--- src/rtl/core/assert_macros.svh ---
// assertion helpers shared by the core
`ifndef ASSERT_MACROS_SVH
`define ASSERT_MACROS_SVH

// property that must hold at every edge out of reset
`define ASSERT_ALWAYS(label, clk, rst, expr) \
   label: assert property (@(posedge clk) disable iff (rst) (expr)) \
      else $error("assertion failed");

// next-cycle implication
`define ASSERT_NEXT(label, clk, rst, ante, cons) \
   label: assert property (@(posedge clk) disable iff (rst) (ante) |=> (cons)) \
      else $error("assertion failed");

`endif

--- src/rtl/core/hpq_pkg.sv ---
package hpq_pkg;

   localparam int unsigned DefCapacity = 1024;
   localparam int unsigned KeyWidth    = 32;
   localparam int unsigned CountWidth  = 11;

   // request kind carried in tuser
   typedef enum logic {
      OP_PUSH = 1'b0,
      OP_POP  = 1'b1
   } op_type;

   // result status carried in tuser
   typedef enum logic [1:0] {
      STATUS_OK    = 2'd0,
      STATUS_FULL  = 2'd1,
      STATUS_EMPTY = 2'd2,
      STATUS_RSVD  = 2'd3
   } status_type;

   // command broadcast along the cell row
   typedef struct packed {
      logic push;
      logic pop;
   } cell_ctl_type;

endpackage

--- src/rtl/core/hpq_cell.sv ---
module hpq_cell (
   input  logic                               clock,
   input  hpq_pkg::cell_ctl_type              ctl,
   input  logic signed [hpq_pkg::KeyWidth-1:0] value,
   input  logic                               valid,
   input  logic signed [hpq_pkg::KeyWidth-1:0] prev_data,
   input  logic                               prev_gt,
   input  logic signed [hpq_pkg::KeyWidth-1:0] next_data,
   output logic signed [hpq_pkg::KeyWidth-1:0] data,
   output logic                               gt
);

   logic signed [hpq_pkg::KeyWidth-1:0] data_ff;
   logic signed [hpq_pkg::KeyWidth-1:0] data_in;

   // new key beats this entry, or the slot is empty
   assign gt = !valid || (value > data_ff);

   // sorted row: push shifts down from the insertion point, pop shifts up
   always_comb begin
      data_in = data_ff;
      if (ctl.push) begin
         if (prev_gt) begin
            data_in = prev_data;
         end else if (gt) begin
            data_in = value;
         end
      end else if (ctl.pop) begin
         data_in = next_data;
      end
   end

   always_ff @(posedge clock) begin
      data_ff <= data_in;
   end

   assign data = data_ff;

endmodule

--- config.mk ---
export PLATFORM = sky130hd
export DESIGN_NAME = hpq_cell
export DESIGN_NICKNAME = d
export VERILOG_FILES = /design/src/rtl/core/assert_macros.svh /design/src/rtl/core/hpq_pkg.sv /design/src/rtl/core/hpq_cell.sv
export SDC_FILE = /design/constraint.sdc
export NUM_CORES = 1
export LEC_CHECK = 0
export ABC_AREA = 1
export BUFFER_PORTS_ARGS = -buffer_cell sky130_fd_sc_hd__buf_2
export CAP_MARGIN = 20
export CORE_MARGIN = 2
export CORE_UTILIZATION = 49
export DETAILED_ROUTE_END_ITERATION = 12
export GPL_ROUTABILITY_DRIVEN = 0
export PLACE_DENSITY = 0.87
export SLEW_MARGIN = 20
export SYNTH_ARGS = -nofsm -noshare
export SYNTH_HDL_FRONTEND = slang
export SYNTH_SLANG_ARGS = --single-unit
--- constraint.sdc ---
create_clock -name clock -period 4.96 [get_ports clock]
set_clock_uncertainty 0.1 [all_clocks]
set_input_delay 0.496 -clock clock [delete_from_list [all_inputs] [get_ports clock]]
set_output_delay 0.496 -clock clock [all_outputs]
set_load 0.01 [all_outputs]
==> impl_metrics.tcl, run 1 <==
set metrics [dict create \
    row_count 25 \
    tightest_slew_ns 1.025 \
    hold_class "primary input to flop" \
    grt_pass1_vias 2481 \
    crit_type "flop to flop" \
    cpPeakStageDelay_ns 0.44 \
    placed_area_mm2 0.003193 \
    power.leakage_nw 1.750 \
    synthTopCellsByCount "nand2_1, o21ai_0, inv_1" \
    fmax_mhz 353.1 \
    crit_path_frequent_cell "nand2_1" \
    synth.top_cell.area_share_pct 38.73 \
    synth_edf_count 32 \
    ys_seq_elements 32 \
    synth-seq-area-share_pct 38.73 \
    coreArea_mm2 0.004817 \
    drc 0 \
    endpoint_kind "flop" \
    largest_reg_flops 32 \
    hold_slack_ns 0.3899 \
    antenna_found_initial 0 \
    rsz0062_at_grt "no" \
    path_buf_inv 3 \
    synth_area_mm2 0.002481 \
    drt_iter0_markers 134 \
    start_util_pct 51.51 \
    syn_to_final_growth_pct 33.03 \
    clkLatencyLatePin_ns 0.28 \
    clockBufferDepth 2 \
    wl_per_cell_um 12.56 \
    fin_cells 522 \
    wirelength_um 6555 \
    p_sw_share_pct 30.29 \
    ios 134 \
    cts_hold_buf 0 \
    ys_types 18 \
    root_buffer "clkbuf_8" \
    synth_top_area_cell "edfxtp_1" \
    r2r_setup_slack_ns 2.13 \
    viasPerCell 5.034 \
    synth.top_cells.by_area "edfxtp_1, ha_1, o21ai_0" \
    critPathTopFamily "simple AND/OR/NAND/NOR gates" \
    grt_pass1_wl_um 10210 \
    cp.arrival_ns 2.71 \
    maxSlewHeadroom_pct 31.59 \
    cp_max_fo 17 \
    p_seq_share_pct 41.4 \
    fin_crit_sh_pct 57.10 \
    finalCriticalPeriod_ns 2.832 \
    ant_nets 0 \
    status "finished clean" \
    dp_cells 514 \
    clk_pin_slew_worst_paths_ns 0.07 \
    reg2reg_from "data[23]" \
    die_area_mm2 0.005649 \
    ctsResizeCount 0 \
    synth-main-ff-cell "edfxtp_1" \
    final_area_mm2 0.003301 \
    required_ns 4.83 \
    finalHoldViolCount 0 \
    p_clk_share_pct 29.5 \
    cts_htree_levels 2 \
    setup_viol 0 \
    diodes 0 \
    grt_max_degree 35 \
    num_vias 2628 \
    power_frac_comb_pct 29.2 \
    critPathSlowestCell "inv_1" \
    dp_slack_ns 1.872 \
    grt_overflow_total 0 \
    post-cts-setup-buffers 0 \
    place_hpwl_um 5095 \
    port-buffer-count 133 \
    crit_start "data[23]" \
    yosys_warnings 0 \
    post-synth-top-count-cell "nand2_1" \
    final_nets 587 \
    setup_ws_ns 2.128 \
    die_y_um 75.16 \
    cts_tree "yes" \
    cts_made_buffers 5 \
    setup_tns_ns 0 \
    chipWidth_um 75.16 \
    synthArstFlopShare_pct 0 \
    worstSetupStartpointType "flop" \
    dr.pass1.iters 4 \
    clock-sinks 32 \
    synth_area_per_cell_um2 7.634 \
    holdCritStartpoint "next_data[6]" \
    p_switching_mw 0.2575 \
    netlist_instances 325 \
    ir_worst_vdd_mv 0.1422 \
    grt.total_usage_pct 23.61 \
    p_int_mw 0.5926 \
    slew_viol_final 0 \
    drive_gt1_share_pct 32.53 \
    power.density_mw_per_mm2 257.5 \
    syn_nets 458 \
    max_cap_viol_count 0 \
    path_cells "inv_1, ha_1, nand2_1, nor2_1, nand4_1, nor2_2, nand2_1, nand2_1, nand2_1, nand2_1, nand2_1, nand3_1, nand2_1, inv_1, buf_4" \
]
-- worst paths after layout --
kind,end,depth (start not counted)
hold reg to reg,data[23],8
hold / removal,data[6],3
setup reg to reg,data[29],15
setup / recovery,data[29],15
-- placed cells by master, fill, tap and decap left out, types with 4 or more instances in the layout --
| master | netlist | final |
|---|---|---|
| nor2_1 | 42 | 42 |
| a21oi_1 | 12 | 12 |
| edfxtp_1 | 32 | 32 |
| inv_1 | 43 | 43 |
| o21ai_0 | 63 | 63 |
| clkbuf_8 | 0 | 5 |
| nand3_1 | 4 | 4 |
| nand2_1 | 71 | 71 |
| ha_1 | 32 | 32 |
| buf_2 | 0 | 133 |
-- stage by stage --
step / utilization, % / power (mW)
after floorplan: - / 0.4982
after global placement: 66.29 / 0.5957
after detailed placement: 66.29 / 0.6058
after CTS: 68.52 / 0.8531
after global routing: 68.52 / 0.9039
final: 68.52 / 0.8501
-- kinds of logic after synthesis --
| family | share of synthesized area, % |
|---|---|
| and+or+nand+nor | 20.07 |
| AOI/OAI and AO/OA | 16.74 |
| buffers and inverters | 8.320 |
| adders and majority gates | 16.14 |
| DFF | 38.73 |
-- power by group through the flow --
| stage | combinational [mW] | clock (mW) | sequential (mW) |
|---|---|---|---|
| after CTS | 0.250 | 0.251 | 0.352 |
| after global placement | 0.239 | 0 | 0.357 |
| after global routing | 0.287 | 0.262 | 0.355 |
| after floorplan | 0.127 | 0 | 0.371 |
| after detailed placement | 0.249 | 0 | 0.357 |
| final | 0.248 | 0.250 | 0.352 |
-- worst min-delay path, cell delays in order --
cell,delay (ns)
buf_2,0.07
nand2_1,0.04
o21ai_0,0.05
-- cell type report --
class / instances / area, um2
inverters: 43 / 161.4
repair buffers: 134 / 673.1
multi-input cells: 238 / 1314
well taps: 67 / 83.83
flip-flops and latches: 32 / 960.9
clock inverters: 2 / 35.03
clock buffers: 6 / 72.57
fillers: 444 / 1516
-- per-layer routing --
layer  track usage (%)  part of all wire [%]  vias up  wire length (um)
met2             41.72                    50      100              3275
met1             28.39                    42     1187              2748
met3             3.748                   6.9        7               454
met4             10.33                   1.2        0                77
met5                 0                     0        -                 0
li1                  -                     -     1334                 -
Power figures use the tool's default switching activity.
==> inputs of run 2 (changes only) <==
CORE_UTILIZATION = 41   (was 49)
PLACE_DENSITY = 0.77   (was 0.87)
clock period = 2.6 ns   (was 4.96 ns; I/O delays follow)
==> run 2 against run 1 <==
  * Flip-flop and latch count is the same
  * Final cell count is 1.7% higher
  * Sequential share of layout area shrank 0.12 points
  * Global-route usage shrank 3.6 points
  * Clock-buffer cell count fell by 1
  * First-iteration DRC count down 27%
  * Critical endpoint is now gt
==> impl_metrics.tcl, run 2 (same netlist as run 1, synthesis figures left out) <==
set metrics [dict create \
    cp.arrival_ns 1.97 \
    num_vias 2588 \
    drt_iter0_markers 98 \
    grt_max_degree 35 \
    drive_gt1_share_pct 32.89 \
    worstSetupStartpointType "flop" \
    grt_pass1_wl_um 10210 \
    viasPerCell 4.874 \
    tightest_slew_ns 0.6843 \
    cts_tree "yes" \
    finalCriticalPeriod_ns 2.331 \
    required_ns 2.24 \
    fmax_mhz 428.9 \
    hold_slack_ns 0.1552 \
    grt_pass1_vias 2318 \
    row_count 28 \
    finalCoreUtilization_pct 56.31 \
    layout_common_cells "buf_2, nand2_1, o21ai_0" \
    cts_hold_buf 0 \
    cts_htree_levels 2 \
    clkLatencyLatePin_ns 0.28 \
    coreArea_mm2 0.005886 \
    grt_overflow_total 0 \
    chipWidth_um 81.79 \
    drc 0 \
    root_buffer "clkbuf_8" \
    start_util_pct 42.16 \
    final_nets 591 \
    dr.pass1.iters 4 \
    cpPeakStageDelay_ns 0.34 \
    diodes 0 \
    port-buffer-count 133 \
    setup_viol 0 \
    die_y_um 81.79 \
    maxSlewHeadroom_pct 54.33 \
    power.leakage_nw 1.755 \
    clk_pin_slew_worst_paths_ns 0.06 \
    largest_reg_flops 32 \
    power.density_mw_per_mm2 451.5 \
    wl_per_cell_um 12.87 \
    rsz0062_at_grt "no" \
    hold_class "primary input to flop" \
    post-cts-setup-buffers 0 \
    die_area_mm2 0.006690 \
    cts_made_buffers 5 \
    nFillCells 580 \
    wirelength_um 6833 \
    ir_worst_vdd_mv 0.2326 \
    clockBufferDepth 2 \
    fin_crit_sh_pct 89.67 \
    path_cells "inv_1, ha_1, nand2_1, nor2_2, nand2_2, nor2_2, nand2_1, nand2_1, nand2_1, nand2_1, nand2_1, nand2_1, buf_2" \
    endpoint_kind "primary output" \
    clock-sinks 32 \
    critPathSlowestCell "ha_1" \
    antenna_found_initial 0 \
    slew_viol_final 0 \
    syn_to_final_growth_pct 33.59 \
    finalHoldViolCount 0 \
    ctsResizeCount 0 \
    setup_tns_ns 0 \
    place_hpwl_um 5306 \
    critPathTopFamily "simple AND/OR/NAND/NOR gates" \
    fin_total_pwr_mw 1.496 \
    grt.total_usage_pct 20.06 \
    crit_path_frequent_cell "nand2_1" \
    status "finished clean" \
    crit_type "flop to primary output" \
    cp_max_fo 4 \
    path_buf_inv 2 \
    max_cap_viol_count 0 \
    layout_commonest_cell "buf_2" \
    ios 134 \
    ant_nets 0 \
]
-- run 2: cell count changes in the layout (fill, tap and decap cells not counted) --
cell and change:
clkinv_2 -1, buf_4 +3, clkbuf_1 -1, buf_12 +1
bufinv_16 -1
-- run 2: tightest hold or removal path, stage by stage --
cell	delay (ns)
buf_2	0.07
nand2_1	0.04
o21ai_0	0.05
-- run 2: routing by layer --
layer / share of wire [%] / vias to the layer above / GRT usage, %
met3: 6.5 / 7 / 4.945
met1: 42 / 1151 / 24.10
met4: 0.95 / 0 / 5.500
met2: 51 / 88 / 35.53
li1: - / 1342 / -
met5: 0 / - / 0
-- run 2: cell type report --
class	count	area, um2	share of cell area [%]
clock buffer	5	68.82	2.076
timing repair buffer	138	715.7	21.59
multi-input combinational	238	1314	39.64
inverter	43	161.4	4.870
sequential	32	960.9	28.99
tap	75	93.84	2.831
-- run 2: final timing paths --
path,depth (start not counted),end,slack (ns),startpoint
hold / removal,3,data[19],0.16,next_data[19]
setup / recovery,13,gt,0.27,data[31]
hold reg to reg,9,data[0],1.28,data[31]
setup reg to reg,15,data[13],0.30,data[31]
-- run 2: where the power goes --
| part | leakage, nW | switching [mW] | internal [mW] |
|---|---|---|---|
| Clock | 0.0359 | 0.165 | 0.172 |
| Combinational | 1.39 | 0.278 | 0.213 |
| Sequential | 0.327 | 0.0277 | 0.642 |
-- run 2: per-stage QoR --
stage | setup WS (ns) | cell area [um2] | cells
detailed placement | 0.2816 | 3246 | 526
CTS | 0.2390 | 3314 | 531
finish | 0.2686 | 3314 | 531
global route | 0.07071 | 3314 | 531
floorplan | 0.001273 | 2481 | 325
global placement | 0.3167 | 3246 | 526
==> inputs of run 3 (changes only) <==
CORE_UTILIZATION = 49   (was 41)
MAX_ROUTING_LAYER = met4   (was not set)
PLACE_DENSITY = 0.87   (was 0.77)
TNS_END_PERCENT = 100   (was not set)
clock period = 2.9 ns   (was 2.6 ns; I/O delays follow)
==> run 3 against run 2 <==
  * Sequential share of layout area increased by 0.14 points
  * Clock-buffer cell count unchanged
  * Critical path depth increased by 2
  * Largest cell class unchanged
  * Worst setup slack better by 0.085 ns
  * Global-route usage rose by 5.6 points
==> impl_metrics.tcl, run 3 (same netlist as run 1, synthesis figures left out) <==
set metrics [dict create \
    status "finished clean" \
    grt_overflow_total 0 \
    finalHoldViolCount 0 \
    viasPerCell 5.080 \
    cts_tree "yes" \
    cts_htree_levels 2 \
    num_vias 2667 \
    setup_tns_ns 0 \
    place_hpwl_um 5432 \
    row_count 25 \
    syn_to_final_growth_pct 32.93 \
    required_ns 2.79 \
    layout_commonest_cell "buf_2" \
    fin_cells 525 \
    cp_max_fo 9 \
    path_buf_inv 3 \
    path_cells "inv_1, ha_1, nand2_1, nor2_1, nand4_1, nor2_2, nand2_1, nand2_1, nand2_1, nand2_1, nand2_1, nand3_1, nand2_1, inv_1, buf_4" \
    clk_pin_slew_worst_paths_ns 0.07 \
    dp_slack_ns 0.3653 \
    fin_total_pwr_mw 1.371 \
    grt_pass1_wl_um 10650 \
    cp.arrival_ns 2.44 \
    worstSetupStartpointType "flop" \
    die_y_um 75.16 \
    maxSlewHeadroom_pct 30.97 \
    die_area_mm2 0.005649 \
    diodes 0 \
    r2r_setup_slack_ns 0.35 \
    endpoint_kind "flop" \
    final_nets 590 \
    grt.total_usage_pct 25.66 \
    ios 134 \
    cts_hold_buf 0 \
    wirelength_um 6969 \
    crit_type "flop to flop" \
    clkLatencyLatePin_ns 0.29 \
    largest_reg_flops 32 \
    finalCriticalPeriod_ns 2.546 \
    ant_nets 0 \
    power.density_mw_per_mm2 415.7 \
    rsz0062_at_grt "no" \
    grt_pass1_vias 2528 \
    start_util_pct 51.51 \
    power.leakage_nw 1.754 \
    setup_ws_ns 0.3540 \
    critPathTopFamily "simple AND/OR/NAND/NOR gates" \
    setup_viol 0 \
    ctsResizeCount 0 \
    critPathSlowestCell "edfxtp_1" \
    layout_common_cells "buf_2, nand2_1, o21ai_0" \
    clockBufferDepth 2 \
    drt_iter0_markers 177 \
    crit_path_frequent_cell "nand2_1" \
    cpPeakStageDelay_ns 0.38 \
    dr.pass1.iters 4 \
    wl_per_cell_um 13.27 \
    chipWidth_um 75.16 \
    dp_cells 517 \
    post-cts-setup-buffers 0 \
    ir_worst_vdd_mv 0.3474 \
    coreArea_mm2 0.004817 \
    fin_crit_sh_pct 87.79 \
    fmax_mhz 392.8 \
    grt_max_degree 35 \
    tightest_slew_ns 1.034 \
    drc 0 \
    hold_class "primary input to flop" \
    root_buffer "clkbuf_8" \
    slew_viol_final 0 \
    nFillCells 420 \
    max_cap_viol_count 0 \
    clock-sinks 32 \
    antenna_found_initial 0 \
    drive_gt1_share_pct 32.97 \
    cts_made_buffers 5 \
    port-buffer-count 133 \
]
-- run 3: changes by cell type in the layout (fill, tap and decap cells not counted) --
cell	before	now
buf_12	1	0
clkinv_1	0	1
clkinv_2	0	2
-- run 3: path summary, 6_finish.rpt --
check,start,end,cells past startpoint
setup / recovery,data[23],data[10],15
hold / removal,next_data[20],data[20],3
setup reg to reg,data[23],data[10],15
hold reg to reg,data[0],data[17],8
-- run 3: per-layer routing --
layer	GRT usage, %	vias up	routed length (um)	share of wire, %
li1	-	1342	-	-
met1	28.60	1185	2761	40
met2	46.10	128	3671	53
met3	5.489	12	447	6.4
met4	7.407	0	89	1.3
met5	-	-	0	0
-- run 3: area by class of cell --
cell class / instances / area [um2] / share of cell area [%]
Clock buffer: 5 / 68.82 / 2.086
Clock inverter: 3 / 13.76 / 0.4173
Inverter: 43 / 161.4 / 4.894
Multi-Input combinational cell: 238 / 1314 / 39.83
Sequential cell: 32 / 960.9 / 29.14
Tap cell: 67 / 83.83 / 2.542
Timing Repair Buffer: 137 / 695.7 / 21.09
-- run 3: worst reg2reg max path: cells and delay by family, from the launching register on --
kind	cells	cell delay, ns
buffers and inverters	3	0.59
AND/OR/NAND/NOR	11	0.90
flip-flops	1	0.38
adder cells (fa/ha/maj)	1	0.29
-- run 3: metrics by stage --
step	util (%)	hold slack, ns	instance area [um2]
after floorplan	-	0.3812	2481
after global placement	66.75	0.4674	3216
after detailed placement	66.75	0.4733	3216
after CTS	68.47	0.1741	3298
after global routing	68.47	0.1827	3298
final	68.47	0.1758	3298
-- run 3: power by group --
group	switching, mW	leakage [nW]	total [mW]	internal (mW)
combinational	0.247	1.38	0.434	0.187
sequential	0.0280	0.327	0.603	0.575
clock	0.171	0.0453	0.334	0.163
